File: config.mk
export PLATFORM = sky130hd
export DESIGN_NAME = trial_division_factorizer
export DESIGN_NICKNAME = d
export VERILOG_FILES = /design/src/design/tdf_pkg.sv /design/src/design/tdf_divider.sv /design/src/design/tdf_datapath.sv /design/src/design/tdf_ctrl.sv /design/src/design/trial_division_factorizer.sv
export SDC_FILE = /design/constraint.sdc
export NUM_CORES = 1
export LEC_CHECK = 0
export BUFFER_PORTS_ARGS = -buffer_cell sky130_fd_sc_hd__buf_2
export CAP_MARGIN = 20
export CORE_UTILIZATION = 55
export DETAILED_ROUTE_END_ITERATION = 10
export GPL_ROUTABILITY_DRIVEN = 0
export PLACE_DENSITY = 0.8
export SETUP_SLACK_MARGIN = 0.4
export SYNTH_ARGS = -nofsm -noshare
export SYNTH_HDL_FRONTEND = slang
export SYNTH_SLANG_ARGS = --single-unit
File: constraint.sdc
create_clock -name clk -period 4.3 [get_ports clk]
set_clock_uncertainty 0.15 [all_clocks]
set_input_delay 0.215 -clock clk [delete_from_list [all_inputs] [get_ports clk]]
set_output_delay 0.215 -clock clk [all_outputs]
set_load 0.02 [all_outputs]
File: src/design/tdf_pkg.sv
package tdf_pkg;

    localparam int PRIME_W     = 32;
    localparam int EXP_W       = 5;
    localparam int MAX_RESULTS = 9;
    localparam int COUNT_W     = 4;

    // commands from the controller to the datapath
    typedef struct packed {
        logic load;
        logic div_start;
        logic hit;
        logic next_d;
        logic emit_factor;
        logic emit_rest;
        logic emit_none;
    } tdf_cmd_t;

    // status from the datapath to the controller
    typedef struct packed {
        logic is_small;
        logic div_done;
        logic q_ge_d;
        logic rem_zero;
        logic fact_last;
    } tdf_status_t;

endpackage

File: src/design/tdf_divider.sv
module tdf_divider #(
    parameter int WIDTH = 32
) (
    input  logic             clk,
    input  logic             rst_n,
    input  logic             start,
    input  logic [WIDTH-1:0] dividend,
    input  logic [WIDTH-1:0] divisor,
    output logic [WIDTH-1:0] quotient,
    output logic [WIDTH-1:0] remainder,
    output logic             done
);
    localparam int CNT_W = $clog2(WIDTH);

    logic [WIDTH-1:0] rem_reg, rem_next;
    logic [WIDTH-1:0] quo_reg, quo_next;
    logic [WIDTH-1:0] dsr_reg, dsr_next;
    logic [CNT_W-1:0] cnt_reg, cnt_next;
    logic             run_reg, run_next;
    logic             done_reg, done_next;
    logic [WIDTH:0]   rem_shift;
    logic [WIDTH:0]   diff;
    logic             ge;

    // restoring division, one quotient bit per cycle
    always_comb
    begin
        rem_shift = {rem_reg, quo_reg[WIDTH-1]};
        diff      = rem_shift - {1'b0, dsr_reg};
        ge        = (rem_shift >= {1'b0, dsr_reg});

        rem_next  = rem_reg;
        quo_next  = quo_reg;
        dsr_next  = dsr_reg;
        cnt_next  = cnt_reg;
        run_next  = run_reg;
        done_next = 1'b0;

        if (start)
        begin
            rem_next = '0;
            quo_next = dividend;
            dsr_next = divisor;
            cnt_next = CNT_W'(WIDTH - 1);
            run_next = 1'b1;
        end
        else if (run_reg)
        begin
            rem_next = ge ? diff[WIDTH-1:0] : rem_shift[WIDTH-1:0];
            quo_next = {quo_reg[WIDTH-2:0], ge};
            if (cnt_reg == '0)
            begin
                run_next  = 1'b0;
                done_next = 1'b1;
            end
            else
            begin
                cnt_next = cnt_reg - 1'b1;
            end
        end
    end

    always_ff @(posedge clk or negedge rst_n)
    begin
        if (!rst_n)
        begin
            cnt_reg  <= '0;
            run_reg  <= 1'b0;
            done_reg <= 1'b0;
        end
        else
        begin
            cnt_reg  <= cnt_next;
            run_reg  <= run_next;
            done_reg <= done_next;
        end
    end

    always_ff @(posedge clk)
    begin
        rem_reg <= rem_next;
        quo_reg <= quo_next;
        dsr_reg <= dsr_next;
    end

    assign quotient  = quo_reg;
    assign remainder = rem_reg;
    assign done      = done_reg;

endmodule

File: src/design/tdf_datapath.sv
module tdf_datapath #(
    parameter int WIDTH = 32
) (
    input  logic                  clk,
    input  logic                  rst_n,
    input  logic [WIDTH-1:0]      number,
    input  tdf_pkg::tdf_cmd_t     cmd,
    output tdf_pkg::tdf_status_t  status,
    output logic                  valid,
    output logic [31:0]           prime,
    output logic [4:0]            exponent,
    output logic                  none,
    output logic                  last
);
    import tdf_pkg::*;

    logic [WIDTH-1:0]   rest_reg, rest_next;
    logic [WIDTH-1:0]   d_reg, d_next;
    logic [EXP_W-1:0]   expo_reg, expo_next;
    logic [COUNT_W-1:0] count_reg, count_next;

    logic               valid_reg, valid_next;
    logic [PRIME_W-1:0] prime_reg, prime_next;
    logic [EXP_W-1:0]   exp_out_reg, exp_out_next;
    logic               none_reg, none_next;
    logic               last_reg, last_next;

    logic [WIDTH-1:0]   quo;
    logic [WIDTH-1:0]   rem;
    logic               div_done;

    tdf_divider #(
        .WIDTH (WIDTH)
    ) u_div (
        .clk       (clk),
        .rst_n     (rst_n),
        .start     (cmd.div_start),
        .dividend  (rest_reg),
        .divisor   (d_reg),
        .quotient  (quo),
        .remainder (rem),
        .done      (div_done)
    );

    always_comb
    begin
        status.is_small  = (rest_reg <= WIDTH'(1));
        status.div_done  = div_done;
        status.q_ge_d    = (quo >= d_reg);
        status.rem_zero  = (rem == '0);
        // last if nothing remains or the result list is full
        status.fact_last = (rest_reg == WIDTH'(1))
                        || (count_reg == COUNT_W'(MAX_RESULTS - 1));
    end

    always_comb
    begin
        rest_next  = rest_reg;
        d_next     = d_reg;
        expo_next  = expo_reg;
        count_next = count_reg;

        if (cmd.load)
        begin
            rest_next  = number;
            d_next     = WIDTH'(2);
            expo_next  = '0;
            count_next = '0;
        end
        else
        begin
            if (cmd.hit)
            begin
                rest_next = quo;
                expo_next = expo_reg + 1'b1;
            end
            if (cmd.next_d)
            begin
                d_next    = d_reg + 1'b1;
                expo_next = '0;
            end
            if (cmd.emit_factor)
            begin
                count_next = count_reg + 1'b1;
            end
        end
    end

    always_comb
    begin
        valid_next   = cmd.emit_factor | cmd.emit_rest | cmd.emit_none;
        prime_next   = prime_reg;
        exp_out_next = exp_out_reg;
        none_next    = none_reg;
        last_next    = last_reg;

        if (cmd.emit_factor)
        begin
            prime_next   = PRIME_W'(d_reg);
            exp_out_next = expo_reg;
            none_next    = 1'b0;
            last_next    = status.fact_last;
        end
        else if (cmd.emit_rest)
        begin
            prime_next   = PRIME_W'(rest_reg);
            exp_out_next = EXP_W'(1);
            none_next    = 1'b0;
            last_next    = 1'b1;
        end
        else if (cmd.emit_none)
        begin
            prime_next   = '0;
            exp_out_next = '0;
            none_next    = 1'b1;
            last_next    = 1'b1;
        end
    end

    always_ff @(posedge clk or negedge rst_n)
    begin
        if (!rst_n)
        begin
            valid_reg <= 1'b0;
            count_reg <= '0;
        end
        else
        begin
            valid_reg <= valid_next;
            count_reg <= count_next;
        end
    end

    always_ff @(posedge clk)
    begin
        rest_reg    <= rest_next;
        d_reg       <= d_next;
        expo_reg    <= expo_next;
        prime_reg   <= prime_next;
        exp_out_reg <= exp_out_next;
        none_reg    <= none_next;
        last_reg    <= last_next;
    end

    assign valid    = valid_reg;
    assign prime    = prime_reg;
    assign exponent = exp_out_reg;
    assign none     = none_reg;
    assign last     = last_reg;

endmodule

File: src/design/tdf_ctrl.sv
module tdf_ctrl (
    input  logic                 clk,
    input  logic                 rst_n,
    input  logic                 start,
    input  tdf_pkg::tdf_status_t status,
    output tdf_pkg::tdf_cmd_t    cmd,
    output logic                 busy
);
    import tdf_pkg::*;

    typedef enum logic [5:0] {
        ST_IDLE      = 6'b000001,
        ST_CHECK     = 6'b000010,
        ST_SCAN_GO   = 6'b000100,
        ST_SCAN_WAIT = 6'b001000,
        ST_OUT_GO    = 6'b010000,
        ST_OUT_WAIT  = 6'b100000
    } state_t;

    state_t state_reg, state_next;

    always_comb
    begin
        state_next = state_reg;
        cmd        = '0;

        unique case (state_reg)
            ST_IDLE:
            begin
                if (start)
                begin
                    cmd.load   = 1'b1;
                    state_next = ST_CHECK;
                end
            end
            ST_CHECK:
            begin
                if (status.is_small)
                begin
                    cmd.emit_none = 1'b1;
                    state_next    = ST_IDLE;
                end
                else
                begin
                    state_next = ST_SCAN_GO;
                end
            end
            ST_SCAN_GO:
            begin
                cmd.div_start = 1'b1;
                state_next    = ST_SCAN_WAIT;
            end
            ST_SCAN_WAIT:
            begin
                if (status.div_done)
                begin
                    if (!status.q_ge_d)
                    begin
                        // candidate squared exceeds what is left: leftover is prime
                        cmd.emit_rest = 1'b1;
                        state_next    = ST_IDLE;
                    end
                    else if (status.rem_zero)
                    begin
                        cmd.hit    = 1'b1;
                        state_next = ST_OUT_GO;
                    end
                    else
                    begin
                        cmd.next_d = 1'b1;
                        state_next = ST_SCAN_GO;
                    end
                end
            end
            ST_OUT_GO:
            begin
                cmd.div_start = 1'b1;
                state_next    = ST_OUT_WAIT;
            end
            ST_OUT_WAIT:
            begin
                if (status.div_done)
                begin
                    if (status.rem_zero)
                    begin
                        cmd.hit    = 1'b1;
                        state_next = ST_OUT_GO;
                    end
                    else
                    begin
                        cmd.emit_factor = 1'b1;
                        if (status.fact_last)
                        begin
                            state_next = ST_IDLE;
                        end
                        else
                        begin
                            cmd.next_d = 1'b1;
                            state_next = ST_SCAN_GO;
                        end
                    end
                end
            end
            default:
            begin
                state_next = ST_IDLE;
            end
        endcase
    end

    always_ff @(posedge clk or negedge rst_n)
    begin
        if (!rst_n)
        begin
            state_reg <= ST_IDLE;
        end
        else
        begin
            state_reg <= state_next;
        end
    end

    assign busy = (state_reg != ST_IDLE);

endmodule

File: src/design/trial_division_factorizer.sv
// Trial divisions: one per candidate divisor plus one per prime divided out; 0 and 1
//   are answered without any division.
// Throughput: one transaction at a time, set by the bit-serial divider (one quotient
//   bit a cycle); worst case a prime near 2^WIDTH, about 2^(WIDTH/2) candidates.
// Reset: async, active low, clears control, divider and strobe; results cannot stall.
module trial_division_factorizer #(
    parameter int WIDTH = 32
) (
    input  logic             clk,
    input  logic             rst_n,
    input  logic             start,
    input  logic [WIDTH-1:0] number,
    output logic             busy,
    output logic             valid,
    output logic [31:0]      prime,
    output logic [4:0]       exponent,
    output logic             none,
    output logic             last
);
    import tdf_pkg::*;

    // controller to datapath commands and the status coming back
    tdf_cmd_t    cmd;
    tdf_status_t status;

    // The controller walks candidates from 2 upward. Each candidate costs one
    // division of the remaining value; the quotient gives the loop bound
    // (candidate <= quotient) and the remainder tells a hit. On a hit the
    // factor is divided out until the remainder is non-zero, then reported.
    tdf_ctrl u_ctrl (
        .clk    (clk),
        .rst_n  (rst_n),
        .start  (start),
        .status (status),
        .cmd    (cmd),
        .busy   (busy)
    );

    // Remaining value, candidate, exponent and result count, the shared
    // divider and the result registers.
    tdf_datapath #(
        .WIDTH (WIDTH)
    ) u_dp (
        .clk      (clk),
        .rst_n    (rst_n),
        .number   (number),
        .cmd      (cmd),
        .status   (status),
        .valid    (valid),
        .prime    (prime),
        .exponent (exponent),
        .none     (none),
        .last     (last)
    );

    // the final result of a transaction lands as the controller goes idle
    a_last_vs_busy: assert property (@(posedge clk) disable iff (!rst_n)
        valid |-> (last == !busy))
        else $error("last flag disagrees with controller state");

    a_none_result: assert property (@(posedge clk) disable iff (!rst_n)
        (valid && none) |-> (last && (prime == '0) && (exponent == '0)))
        else $error("empty result is malformed");

    a_start_clean: assert property (@(posedge clk) disable iff (!rst_n)
        (start && !busy) |=> (busy && !valid))
        else $error("accepted transaction did not start cleanly");

endmodule

==> flow_summary.toml <==
[logic_synthesis]
async_reset_ff_frac = 0.08108
syn-num-nets = 1460
synthTopCellsByCount = "nand2_1 (329), edfxtp_1 (134), inv_1 (90)"
avgSynthCellArea_um2 = 9.239
yosysMostFrequentCell = "nand2_1"
ys_types = 80
synth_flop_cell = "edfxtp_1"
synth-compound-area-share = 0.1505
synth_top_family_by_area = "simple AND/OR/NAND/NOR gates"
yosysSeqAreaShare = 0.4698
synth_area_leaders = "edfxtp_1 (32%), dfxtp_1 (11%), nand2_1 (9.9%)"
yosys.area_share.xor_xnor = 0.01960
synth_edf_count = 134
yosysTopAreaCellShare = 0.3217
yosysTopAreaCell = "edfxtp_1"
mappedNetlistArea_um2 = 12510
synth_fa_ha_area_frac = 0.07161
ys.warnings.count = 0
synth_seq_cells = 222
synthCells = 1354
synth_mux_area_frac = 0.03051
synth-simple-area-share = 0.2054

[floorplan]
start_util = 0.5662
pin_count = 76
die_h_um = 152.8
core-area_um2 = 22090
fp-row-count = 54
die_area_um2 = 23350
die-width_um = 152.8

[sta]
report.final.setup_viol = 0
fin_crit_sh = 0.8596
hold_violations = 0
hold_ws_ps = 313.9
max_freq_mhz = 270.5
min_period_ps = 3696
worstMarginPinSlew_ps = 838.3
slew_headroom = 0.4406
finalSetupTns_ps = 0
rsz0062_at_grt = "no"
drv_slew = 0

[hold_path]
hold_path_class = "input pin to register"
hold_path_depth = 4

[detailed_routing]
drtAntennaViolNets = 0
drtIter0Drc = 927
avgRoutedWirePerCell_um = 18.96
wl_um = 32950
firstDrtPassIters = 7
drc = 0
vias_per_cell = 6.117
vias = 10630

[place]
portBuffers = 75
dp_cells = 1657
hpwl_um = 22040

[global_routing]
grt_pass1_vias = 10310
grt_overflow_total = 0
grt_pass1_wl_um = 52830
grtUsageTotal = 0.2812
antenna_found_initial = 0
grt_max_degree = 69

[layout]
final_cells = 1738
nets = 1545
area_growth_pct = 14.05
drive_gt1_frac = 0.1077
n_antenna_cell = 0

[clocking]
clock_path_buffers = 3
postCtsSetupRepairBufs = 0
clock_sinks = 222
cts_tree = "built"
cts_buffers = 25
clk_pin_slew_ps = 60
cts_max_level = 1
clock_latency_ps = 550
clock-root-buffer = "clkbuf_16"

[setup_path]
crit_required_ps = 4600
cp_num_buf_inv = 1
critPathLaunchType = "register"
cp_max_fo = 20
path_class = "register to register"
crit_chain = "or4_1 > nor3_4 > and3_1 > nand2_2 > buf_4 > a21oi_1 > mux2i_1"
path_delay_family = "simple AND/OR/NAND/NOR gates"
worst_ep_arrival_time_ps = 4000
reg2reg_depth = 7
path_depth = 7
crit_path_max_incr_delay_ps = 750
worstSetupEndpointType = "register"
cp_slowest_cell = "and3_1"

[pwr]
power_mw = 8.532
vdd_drop_max_mv = 0.3927
power_density_nw_per_um2 = 598.0
p_leak_nw = 6.269

[run_status]
status = "complete, no violations"

[job]
maxCapViolations = 0
## stage by stage
stage	util	setup slack [ps]	area [µm²]
floorplan	-	886.9	12510
global placement	0.5919	724.7	13080
detailed placement	0.5919	613.5	13080
CTS	0.6456	604.2	14260
global route	0.6458	452.0	14270
finish	0.6458	603.6	14270
## area by class of cell
cell class,instances,area [µm²]
timing repair buffer,126,870.8
fill,1754,7826
inverter,92,345.3
clock inverter,13,118.9
sequential,222,5877
clock buffer,33,716.9
multi-input combinational,972,5988
tap,280,350.3
## where the power goes
part	switching, mW	internal [mW]
Combinational	1.86	1.18
Clock	0.892	1.25
Sequential	0.463	2.88
## layer usage
layer | global-route usage | part of all wire
met2 | 0.4709 | 0.48
met5 | 0 | 0
met4 | 0.1260 | 0.045
met3 | 0.03828 | 0.072
met1 | 0.3643 | 0.41
## placed cells by master (no fill, tap or decap), drive strengths merged, types with 9 or more instances in the layout
master and count:
nand4 33, and2 10, clkinv 10, nand3 26
a22o 32, nor4 28, buf 91, inv 93
a21o 31, dfxtp 70, and3 15, a21oi 66
ha 70, nand2 330, clkbuf 33, o21ai 57
xor2 12, or2 9, xnor2 16, dlygate4sd3 35
nor3 22, dfrtp 17, mux2i 37, nor2 39
edfxtp 134, a31oi 26
## repair_timing
action | 4_1_cts | 5_1_grt
hold endpoints to repair | 50 | 0
gates resized for setup | 0 | 1
hold buffers | 35 | 0
setup endpoints to repair | 0 | 15
## worst min-delay path, stage by stage
cell,delay [ps]
dlygate4sd3_1,520
buf_2,90
nand2_1,40
nand2_1,40
## cells by family (layout without fill, tap and decap cells)
kind of cell / after synthesis / in the layout
AOI/OAI and AO/OA: 280 / 280
xor gates and xnor gates: 28 / 28
muxes: 38 / 38
adders and majority gates: 71 / 71
and+or+nand+nor: 555 / 555
DFF: 222 / 222
buffers and inverters: 160 / 264
## worst paths after layout
check                      slack [ps]                               to                            start
min                               310      u_dp.rest_reg[18]$_DFFE_PP_                       number[18]
min reg2reg                       350      u_dp.d_reg[17]$_SDFFE_PP0P_      u_dp.d_reg[17]$_SDFFE_PP0P_
max                               600      u_dp.d_reg[14]$_SDFFE_PP0P_  u_ctrl.state_reg[2]$_DFFE_PN0P_
max reg2reg                       600      u_dp.d_reg[14]$_SDFFE_PP0P_  u_ctrl.state_reg[2]$_DFFE_PN0P_
max in group asynchronous        2260    u_dp.count_reg[3]$_DFFE_PN0P_                            rst_n
min in group asynchronous         550  u_ctrl.state_reg[0]$_DFFE_PN1P_                            rst_n
(Power assumes the default switching activity.)
